$ cat src/rtl/pse_pkg.sv
// ----------------------------------------------------------------------------
// pse_pkg
// Shared types, constants and helpers for the postfix stack evaluator.
// ----------------------------------------------------------------------------
package pse_pkg;

  // Stack geometry
  localparam int STACK_DEPTH = 64;
  localparam int ADDR_W      = $clog2(STACK_DEPTH);
  localparam int CNT_W       = $clog2(STACK_DEPTH + 1);
  localparam int DATA_W      = 32;

  // Character codes
  localparam logic [7:0] CH_0   = 8'h30;
  localparam logic [7:0] CH_9   = 8'h39;
  localparam logic [7:0] CH_ADD = 8'h2B;
  localparam logic [7:0] CH_SUB = 8'h2D;
  localparam logic [7:0] CH_MUL = 8'h2A;
  localparam logic [7:0] CH_DIV = 8'h2F;

  // Operation classes of one character
  typedef enum logic [2:0] {
    OP_DIGIT,
    OP_ADD,
    OP_SUB,
    OP_MUL,
    OP_DIV,
    OP_NONE
  } op_t;

  // Controller states
  typedef enum logic [3:0] {
    S_IDLE,
    S_POP2,
    S_POP1,
    S_EXEC,
    S_CALC,
    S_DIVW,
    S_PUSH,
    S_FPOP,
    S_FEMIT
  } state_t;

  // Sticky error flags
  typedef struct packed {
    logic div0;
    logic unf;
    logic ovf;
  } flags_t;

  // Controller to datapath commands
  typedef struct packed {
    logic load;
    logic pop;
    logic take_op2;
    logic take_op1;
    logic alu;
    logic div_start;
    logic div_take;
    logic push;
    logic emit;
  } cmd_t;

  // Datapath to controller status
  typedef struct packed {
    logic in_digit;
    op_t  op;
    logic last;
    logic op2_zero;
    logic div_done;
    logic out_free;
  } stat_t;

  function automatic logic is_digit(input logic [7:0] sym);
    return (sym >= CH_0) && (sym <= CH_9);
  endfunction

  function automatic op_t decode_op(input logic [7:0] sym);
    op_t op;
    if (is_digit(sym)) begin
      op = OP_DIGIT;
    end else begin
      unique case (sym)
        CH_ADD:  op = OP_ADD;
        CH_SUB:  op = OP_SUB;
        CH_MUL:  op = OP_MUL;
        CH_DIV:  op = OP_DIV;
        default: op = OP_NONE;
      endcase
    end
    return op;
  endfunction

endpackage

$ cat src/rtl/pse_div.sv
// ----------------------------------------------------------------------------
// pse_div
// Serial signed divider, one quotient bit per cycle, truncating toward zero.
// ----------------------------------------------------------------------------
module pse_div (
  input  logic                             clk,
  input  logic                             rst_n,
  input  logic                             start,
  input  logic [pse_pkg::DATA_W-1:0]       dividend,
  input  logic [pse_pkg::DATA_W-1:0]       divisor,
  output logic                             done,
  output logic [pse_pkg::DATA_W-1:0]       quotient
);

  localparam int STEP_W = $clog2(pse_pkg::DATA_W);

  logic                        busy_r;
  logic                        done_r;
  logic [STEP_W-1:0]           cnt_r;
  logic                        neg_r;
  logic [pse_pkg::DATA_W-1:0]  rem_r;
  logic [pse_pkg::DATA_W-1:0]  quo_r;
  logic [pse_pkg::DATA_W-1:0]  mb_r;
  logic [pse_pkg::DATA_W:0]    trial;
  logic                        fits;
  logic [pse_pkg::DATA_W-1:0]  ma;
  logic [pse_pkg::DATA_W-1:0]  mb;

  // operand magnitudes
  assign ma = dividend[pse_pkg::DATA_W-1] ? (pse_pkg::DATA_W'(0) - dividend) : dividend;
  assign mb = divisor[pse_pkg::DATA_W-1]  ? (pse_pkg::DATA_W'(0) - divisor)  : divisor;

  // restoring step
  assign trial = {rem_r, quo_r[pse_pkg::DATA_W-1]};
  assign fits  = trial >= {1'b0, mb_r};

  // control
  always_ff @(posedge clk) begin
    if (!rst_n) begin
      busy_r <= 1'b0;
      done_r <= 1'b0;
      cnt_r  <= '0;
    end else begin
      done_r <= 1'b0;
      if (start) begin
        busy_r <= 1'b1;
        cnt_r  <= '1;
      end else if (busy_r) begin
        cnt_r <= cnt_r - 1'b1;
        if (cnt_r == '0) begin
          busy_r <= 1'b0;
          done_r <= 1'b1;
        end
      end
    end
  end

  // datapath
  always_ff @(posedge clk) begin
    if (start) begin
      neg_r <= dividend[pse_pkg::DATA_W-1] ^ divisor[pse_pkg::DATA_W-1];
      rem_r <= '0;
      quo_r <= ma;
      mb_r  <= mb;
    end else if (busy_r) begin
      rem_r <= fits ? pse_pkg::DATA_W'(trial - {1'b0, mb_r}) : trial[pse_pkg::DATA_W-1:0];
      quo_r <= {quo_r[pse_pkg::DATA_W-2:0], fits};
    end
  end

  assign done     = done_r;
  assign quotient = neg_r ? (pse_pkg::DATA_W'(0) - quo_r) : quo_r;

endmodule

$ cat src/rtl/pse_ctrl.sv
// ----------------------------------------------------------------------------
// pse_ctrl
// Sequencer: steps one character through pop, compute, push and emit.
// ----------------------------------------------------------------------------
module pse_ctrl (
  input  logic            clk,
  input  logic            rst_n,
  input  logic            in_tvalid,
  output logic            in_tready,
  input  pse_pkg::stat_t  stat,
  output pse_pkg::cmd_t   cmd
);

  pse_pkg::state_t state_r;
  pse_pkg::state_t state_nxt;
  logic            accept;

  assign accept = in_tvalid && (state_r == pse_pkg::S_IDLE);

  // state register
  always_ff @(posedge clk) begin
    if (!rst_n) begin
      state_r <= pse_pkg::S_IDLE;
    end else begin
      state_r <= state_nxt;
    end
  end

  // next state
  always_comb begin
    state_nxt = state_r;
    unique case (state_r)
      pse_pkg::S_IDLE: begin
        if (accept) begin
          state_nxt = stat.in_digit ? pse_pkg::S_PUSH : pse_pkg::S_POP2;
        end
      end
      pse_pkg::S_POP2: state_nxt = pse_pkg::S_POP1;
      pse_pkg::S_POP1: state_nxt = pse_pkg::S_EXEC;
      pse_pkg::S_EXEC: state_nxt = pse_pkg::S_CALC;
      pse_pkg::S_CALC: begin
        unique case (stat.op)
          pse_pkg::OP_ADD, pse_pkg::OP_SUB, pse_pkg::OP_MUL: state_nxt = pse_pkg::S_PUSH;
          pse_pkg::OP_DIV: state_nxt = stat.op2_zero ? pse_pkg::S_PUSH : pse_pkg::S_DIVW;
          default:         state_nxt = stat.last ? pse_pkg::S_FPOP : pse_pkg::S_IDLE;
        endcase
      end
      pse_pkg::S_DIVW: begin
        if (stat.div_done) begin
          state_nxt = pse_pkg::S_PUSH;
        end
      end
      pse_pkg::S_PUSH: state_nxt = stat.last ? pse_pkg::S_FPOP : pse_pkg::S_IDLE;
      pse_pkg::S_FPOP: state_nxt = pse_pkg::S_FEMIT;
      pse_pkg::S_FEMIT: begin
        if (stat.out_free) begin
          state_nxt = pse_pkg::S_IDLE;
        end
      end
      default: state_nxt = pse_pkg::S_IDLE;
    endcase
  end

  // command outputs
  always_comb begin
    cmd       = '0;
    in_tready = 1'b0;
    unique case (state_r)
      pse_pkg::S_IDLE: begin
        in_tready = 1'b1;
        cmd.load  = accept;
      end
      pse_pkg::S_POP2: cmd.pop = 1'b1;
      pse_pkg::S_POP1: begin
        cmd.pop      = 1'b1;
        cmd.take_op2 = 1'b1;
      end
      pse_pkg::S_EXEC: cmd.take_op1 = 1'b1;
      pse_pkg::S_CALC: begin
        cmd.alu       = 1'b1;
        cmd.div_start = (stat.op == pse_pkg::OP_DIV) && !stat.op2_zero;
      end
      pse_pkg::S_DIVW:  cmd.div_take = stat.div_done;
      pse_pkg::S_PUSH:  cmd.push = 1'b1;
      pse_pkg::S_FPOP:  cmd.pop = 1'b1;
      pse_pkg::S_FEMIT: cmd.emit = stat.out_free;
      default: ;
    endcase
  end

endmodule

$ cat src/rtl/pse_dp.sv
// ----------------------------------------------------------------------------
// pse_dp
// Datapath: stack memory, operand registers, ALU, divider and result stage.
// ----------------------------------------------------------------------------
module pse_dp (
  input  logic                        clk,
  input  logic                        rst_n,
  input  logic [7:0]                  in_symbol,
  input  logic                        in_last,
  input  pse_pkg::cmd_t               cmd,
  output pse_pkg::stat_t              stat,
  output logic                        out_valid,
  input  logic                        out_ready,
  output logic [pse_pkg::DATA_W-1:0]  out_value,
  output pse_pkg::flags_t             out_flags
);

  logic [pse_pkg::DATA_W-1:0]  mem_r [pse_pkg::STACK_DEPTH];
  logic [pse_pkg::CNT_W-1:0]   count_r;
  logic [pse_pkg::DATA_W-1:0]  rd_data_r;
  logic                        pop_empty_r;
  pse_pkg::flags_t             flags_r;
  pse_pkg::op_t                op_r;
  logic                        last_r;
  logic [pse_pkg::DATA_W-1:0]  op1_r;
  logic [pse_pkg::DATA_W-1:0]  op2_r;
  logic [pse_pkg::DATA_W-1:0]  res_r;
  logic                        out_valid_r;
  logic [pse_pkg::DATA_W-1:0]  out_value_r;
  pse_pkg::flags_t             out_flags_r;

  logic                        empty;
  logic                        full;
  logic [pse_pkg::ADDR_W-1:0]  wr_addr;
  logic [pse_pkg::ADDR_W-1:0]  rd_addr;
  logic [pse_pkg::DATA_W-1:0]  popped;
  logic [pse_pkg::CNT_W-1:0]   count_dec;
  logic [7:0]                  digit_val;
  logic                        div_done;
  logic [pse_pkg::DATA_W-1:0]  div_q;

  assign empty     = (count_r == '0);
  assign full      = (count_r == pse_pkg::CNT_W'(pse_pkg::STACK_DEPTH));
  assign count_dec = count_r - 1'b1;
  assign wr_addr   = count_r[pse_pkg::ADDR_W-1:0];
  assign rd_addr   = count_dec[pse_pkg::ADDR_W-1:0];
  // an empty pop reads as all ones
  assign popped    = pop_empty_r ? '1 : rd_data_r;
  assign digit_val = in_symbol - pse_pkg::CH_0;

  // stack memory
  always_ff @(posedge clk) begin
    if (cmd.push && !full) begin
      mem_r[wr_addr] <= res_r;
    end
    if (cmd.pop) begin
      rd_data_r <= mem_r[rd_addr];
    end
  end

  // stack pointer, sticky flags and result stage
  always_ff @(posedge clk) begin
    if (!rst_n) begin
      count_r     <= '0;
      flags_r     <= '0;
      pop_empty_r <= 1'b0;
      out_valid_r <= 1'b0;
    end else begin
      if (cmd.pop) begin
        pop_empty_r <= empty;
        if (empty) begin
          flags_r.unf <= 1'b1;
        end else begin
          count_r <= count_dec;
        end
      end
      if (cmd.push) begin
        if (full) begin
          flags_r.ovf <= 1'b1;
        end else begin
          count_r <= count_r + 1'b1;
        end
      end
      if (cmd.alu && (op_r == pse_pkg::OP_DIV) && (op2_r == '0)) begin
        flags_r.div0 <= 1'b1;
      end
      // emit clears the expression state
      if (cmd.emit) begin
        out_valid_r <= 1'b1;
        count_r     <= '0;
        flags_r     <= '0;
      end else if (out_ready) begin
        out_valid_r <= 1'b0;
      end
    end
  end

  // operand and result registers
  always_ff @(posedge clk) begin
    if (cmd.load) begin
      op_r   <= pse_pkg::decode_op(in_symbol);
      last_r <= in_last;
      res_r  <= pse_pkg::DATA_W'(digit_val);
    end
    if (cmd.take_op2) begin
      op2_r <= popped;
    end
    if (cmd.take_op1) begin
      op1_r <= popped;
    end
    if (cmd.alu) begin
      unique case (op_r)
        pse_pkg::OP_ADD: res_r <= op1_r + op2_r;
        pse_pkg::OP_SUB: res_r <= op1_r - op2_r;
        pse_pkg::OP_MUL: res_r <= op1_r * op2_r;
        pse_pkg::OP_DIV: res_r <= '0;
        default: ;
      endcase
    end
    if (cmd.div_take) begin
      res_r <= div_q;
    end
    if (cmd.emit) begin
      out_value_r <= popped;
      out_flags_r <= flags_r;
    end
  end

  pse_div u_div (
    .clk      (clk),
    .rst_n    (rst_n),
    .start    (cmd.div_start),
    .dividend (op1_r),
    .divisor  (op2_r),
    .done     (div_done),
    .quotient (div_q)
  );

  // status to the sequencer
  assign stat.in_digit = pse_pkg::is_digit(in_symbol);
  assign stat.op       = op_r;
  assign stat.last     = last_r;
  assign stat.op2_zero = (op2_r == '0);
  assign stat.div_done = div_done;
  assign stat.out_free = !out_valid_r || out_ready;

  assign out_valid = out_valid_r;
  assign out_value = out_value_r;
  assign out_flags = out_flags_r;

endmodule

$ cat src/rtl/postfix_stack_evaluator.sv
// ----------------------------------------------------------------------------
// postfix_stack_evaluator
// Evaluates a postfix expression, one character per item, on a 64-word stack.
// ----------------------------------------------------------------------------
// A digit is pushed once taken; an operator pops two operands, computes and
// pushes the result, a nonzero divide waiting on the one-bit-per-cycle serial
// divider. On the last item the final value is popped and emitted; the result
// then sits in the output register and the next item is taken while it waits.
// Reset (rst_n low, synchronous) empties the stack, clears the flags and
// drops any pending result; the stack words themselves are not cleared.
module postfix_stack_evaluator (
  input  logic        clk,
  input  logic        rst_n,
  input  logic        in_tvalid,
  output logic        in_tready,
  input  logic [7:0]  in_tdata,   // [7:0] symbol
  input  logic        in_tlast,
  output logic        out_tvalid,
  input  logic        out_tready,
  output logic [31:0] out_tdata,  // [31:0] value
  output logic [2:0]  out_tuser   // [0] overflow_seen, [1] underflow_seen,
                                  // [2] divide_by_zero_seen
);

  pse_pkg::cmd_t   cmd;
  pse_pkg::stat_t  stat;
  pse_pkg::flags_t flags;

  pse_ctrl u_ctrl (
    .clk       (clk),
    .rst_n     (rst_n),
    .in_tvalid (in_tvalid),
    .in_tready (in_tready),
    .stat      (stat),
    .cmd       (cmd)
  );

  pse_dp u_dp (
    .clk       (clk),
    .rst_n     (rst_n),
    .in_symbol (in_tdata),
    .in_last   (in_tlast),
    .cmd       (cmd),
    .stat      (stat),
    .out_valid (out_tvalid),
    .out_ready (out_tready),
    .out_value (out_tdata),
    .out_flags (flags)
  );

  assign out_tuser = {flags.div0, flags.unf, flags.ovf};

endmodule

$ cat config.mk
export PLATFORM = sky130hd
export DESIGN_NAME = postfix_stack_evaluator
export DESIGN_NICKNAME = d
export VERILOG_FILES = /design/src/rtl/pse_pkg.sv /design/src/rtl/pse_div.sv /design/src/rtl/pse_ctrl.sv /design/src/rtl/pse_dp.sv /design/src/rtl/postfix_stack_evaluator.sv
export SDC_FILE = /design/constraint.sdc
export NUM_CORES = 2
export LEC_CHECK = 0
export BUFFER_PORTS_ARGS = -buffer_cell sky130_fd_sc_hd__clkbuf_2
export CORE_MARGIN = 2
export CORE_UTILIZATION = 30
export CTS_BUF_LIST = sky130_fd_sc_hd__clkbuf_2
export CTS_CLUSTER_SIZE = 28
export DETAILED_ROUTE_END_ITERATION = 6
export SLEW_MARGIN = 20
export SYNTH_ARGS = -nofsm -noshare
export SYNTH_HDL_FRONTEND = slang
export SYNTH_SLANG_ARGS = --single-unit
$ cat constraint.sdc
create_clock -name clk -period 9.54 [get_ports clk]
set_input_delay 1.908 -clock clk [delete_from_list [all_inputs] [get_ports clk]]
set_output_delay 1.908 -clock clk [all_outputs]
set_load 0.02 [all_outputs]
==> results.yml <==
floorplanning:
  io_pins: 50
  rows: 222
  start_util_pct: 30.1
  dieArea_sq_mm: 0.371
  fp.dieW_um: 609
  die_h_um: 609
  core_area_sq_mm: 0.365
synth:
  synth_top_cell_by_area: "edfxtp_1"
  ys.flop_type: "edfxtp_1"
  synth_edf_count: 2248
  synth_cells: 6392
  synthTopCellsByArea: "edfxtp_1, mux4_2, fa_1"
  ys_ff_latch: 2335
  synth.distinct_cells: 81
  syn_area_per_cell_sq_um: 17.2
  yosysWarnings: 0
  yosys.area.top_type_share_pct: 61.4
  syn_nets: 7011
  syn_area_sq_mm: 0.110
  synth.yosys.seq_area_share_pct: 63.0
  ys_async_sr_fraction_pct: 0
cells_and_area:
  nets: 7480
  most-common-layout-cells: "edfxtp_1, clkbuf_2, mux4_2"
  drive_above_1_share_pct: 27.3
  final-instance-count-excl-fill: 12100
  areaGrowthSynthToFinish_pct: 11.0
  mostFrequentLayoutCell: "edfxtp_1"
  fillers: 35000
worst_hold_path:
  min_from: "in_tlast"
  hp-class: "input port to flop"
  whs_path_depth: 1
  min_to: "u_dp.last_r"
global_routing:
  grt_pass1_wl_mm: 426
  antenna_found_initial: 31
  grt_util_all_layers_pct: 15.5
  grt-ovfl-total: 0
  grt_pass1_vias: 63000
  grt_start_max_net_pins: 143
sta:
  skew_ps: 182
  rsz0062_at_grt: "false"
  fmaxAchievable_ghz: 0.125
  worstMarginPinSlew_ps: 1320
  timing.final.crit_period_ps: 8000
  finalHoldViolCount: 0
  slew_violations: 0
  setup_violations: 0
  relSlewSlack_pct: 12.1
  fin_crit_sh_pct: 83.8
  finalSetupTns_ps: 0
setup_path:
  end_kind: "flop"
  path_max_fanout: 31
  r2r_setup_slack_ps: 1540
  crit_type: "flop to flop"
  critical_path_arrival_ps: 9730
  cp-start-kind: "flop"
  rr_endpoint: "u_dp.res_r[28]"
  crit_required_ps: 11280
  worst-r2r-cell-count: 25
  reg2reg_from: "u_dp.op2_r[7]"
cts:
  numCtsBuffers: 608
  cts-root-buf: "clkbuf_2"
  insertion_delay_ps: 1970
  cts_num_sinks: 2335
  cts_buffer_depth: 4
  cts_resized: 0
  cts_tree: "done"
  cts_hold_buf: 0
  htreeDepth: 6
  cts_setup_buffers: 0
  clk_pin_slew_worst_paths_ps: 100
drt:
  wire_per_inst_um: 24.2
  ant_nets: 0
  viasPerCell: 4.97
  drc: 0
  via_count: 60100
  drt_wl_total_mm: 292
  dr.pass1.iters: 5
  drt_iter0_drc: 5795
placed_design:
  place.gp.congestion: 0.906
  dpl.hpwl_mm: 180
  io_buffers: 49
  dp_cells: 11100
outcome:
  run_status: "completed"
run:
  maxCapViolCount: 0
==> cell type report <==
cell class              count  area (sq um)  share of cell area [%]
repair buffers            221          1660                    1.36
inverters                 442          1660                    1.36
flip-flops and latches   2335         69300                    56.8
multi-input cells        3253         38300                    31.3
clock inverters           120           767                   0.628
clock buffers             871          4360                    3.57
well taps                4816          6030                    4.94
diodes                     16          40.0                  0.0328
==> layer usage <==
layer | global-route usage (%) | wire, um
met1 | 20.2 | 118000
met2 | 26.2 | 146000
met3 | 2.97 | 20500
met4 | 4.81 | 7320
met5 | 0 | 21
==> cell usage after synthesis, drive strengths merged, types with 10 or more instances <==
| cell type | number |
|---|---|
| a211oi | 29 |
| a21boi | 10 |
| a21o | 38 |
| a21oi | 125 |
| a221oi | 14 |
| a31oi | 20 |
| and2 | 312 |
| buf | 72 |
| clkbuf | 290 |
| dfxtp | 87 |
| edfxtp | 2248 |
| fa | 410 |
| ha | 196 |
| inv | 442 |
| mux2i | 34 |
| mux4 | 672 |
| nand2 | 391 |
| nand2b | 30 |
| nand3 | 41 |
| nand4 | 11 |
| nor2 | 179 |
| nor2b | 16 |
| nor3 | 23 |
| o211ai | 11 |
| o21a | 24 |
| o21ai | 149 |
| o22ai | 12 |
| o31ai | 43 |
| o41ai | 13 |
| or2 | 43 |
| or3 | 24 |
| or4 | 18 |
| xnor2 | 151 |
| xor2 | 117 |
==> sequential cells by signal, summed over array words and instances, names as in the netlist, 5 cells and up <==
signal and count:
u_dp.u_div.mb_r 32, u_dp.out_value 32, u_dp.res_r 32, u_dp.u_div.cnt_r 5, u_dp.count_r 7, u_dp.u_div.rem_r 32
u_dp.op2_r 32, u_dp.rd_data_r 32, u_dp.u_div.quo_r 32, u_dp.op1_r 32, u_dp.mem_r 2048
==> worst max-delay path by stage <==
stage,start,end,depth (start not counted)
finish,u_dp.op2_r[7],u_dp.res_r[28],25
global route,u_dp.op2_r[7],u_dp.res_r[28],25
detailed placement,u_dp.op2_r[7],u_dp.res_r[28],25
floorplan,u_dp.op1_r[13],u_dp.res_r[28],26
global placement,u_dp.op2_r[7],u_dp.res_r[31],24
CTS,u_dp.op2_r[7],u_dp.res_r[28],25
==> through the flow <==
stage	cell area (sq um)	hold slack (ps)	worst slack (ps)	util, %
floorplan	110000	409	2410	-
CTS	122000	111	1510	33.4
global route	122000	201	1040	33.4
finish	122000	356	1540	33.4
detailed placement	117000	495	1680	32.0
global placement	117000	470	1580	32.0
==> worst max-delay path, stage by stage, from the launching register on <==
cell and delay [ps]:
edfxtp_1 1100, and2_1 270, fa_1 440, fa_1 500, fa_1 530, inv_1 50, fa_1 480, inv_1 60
fa_1 500, inv_1 60, fa_1 540, inv_1 50, fa_1 380, fa_1 480, ha_1 390, a21o_1 210
a21oi_1 170, o211ai_1 120, a21oi_1 120, o21ai_1 140, a41oi_1 390, nand2b_1 100, a21oi_1 190, xnor2_1 110
a221oi_1 300, a211oi_1 70
==> cell families after synthesis <==
logic type                 count (synthesis)  synth area share [%]
adders and majority gates                606                  9.69
AOI/OAI and AO/OA                        540                  3.15
and+or+nand+nor                         1131                  5.18
DFF                                     2335                  63.0
muxes                                    708                  14.1
buffers and inverters                    804                  2.78
xor gates and xnor gates                 268                  2.13
Power is not shown: default switching activity piles up to over one toggle a cycle in this logic, so the estimate is an artifact.
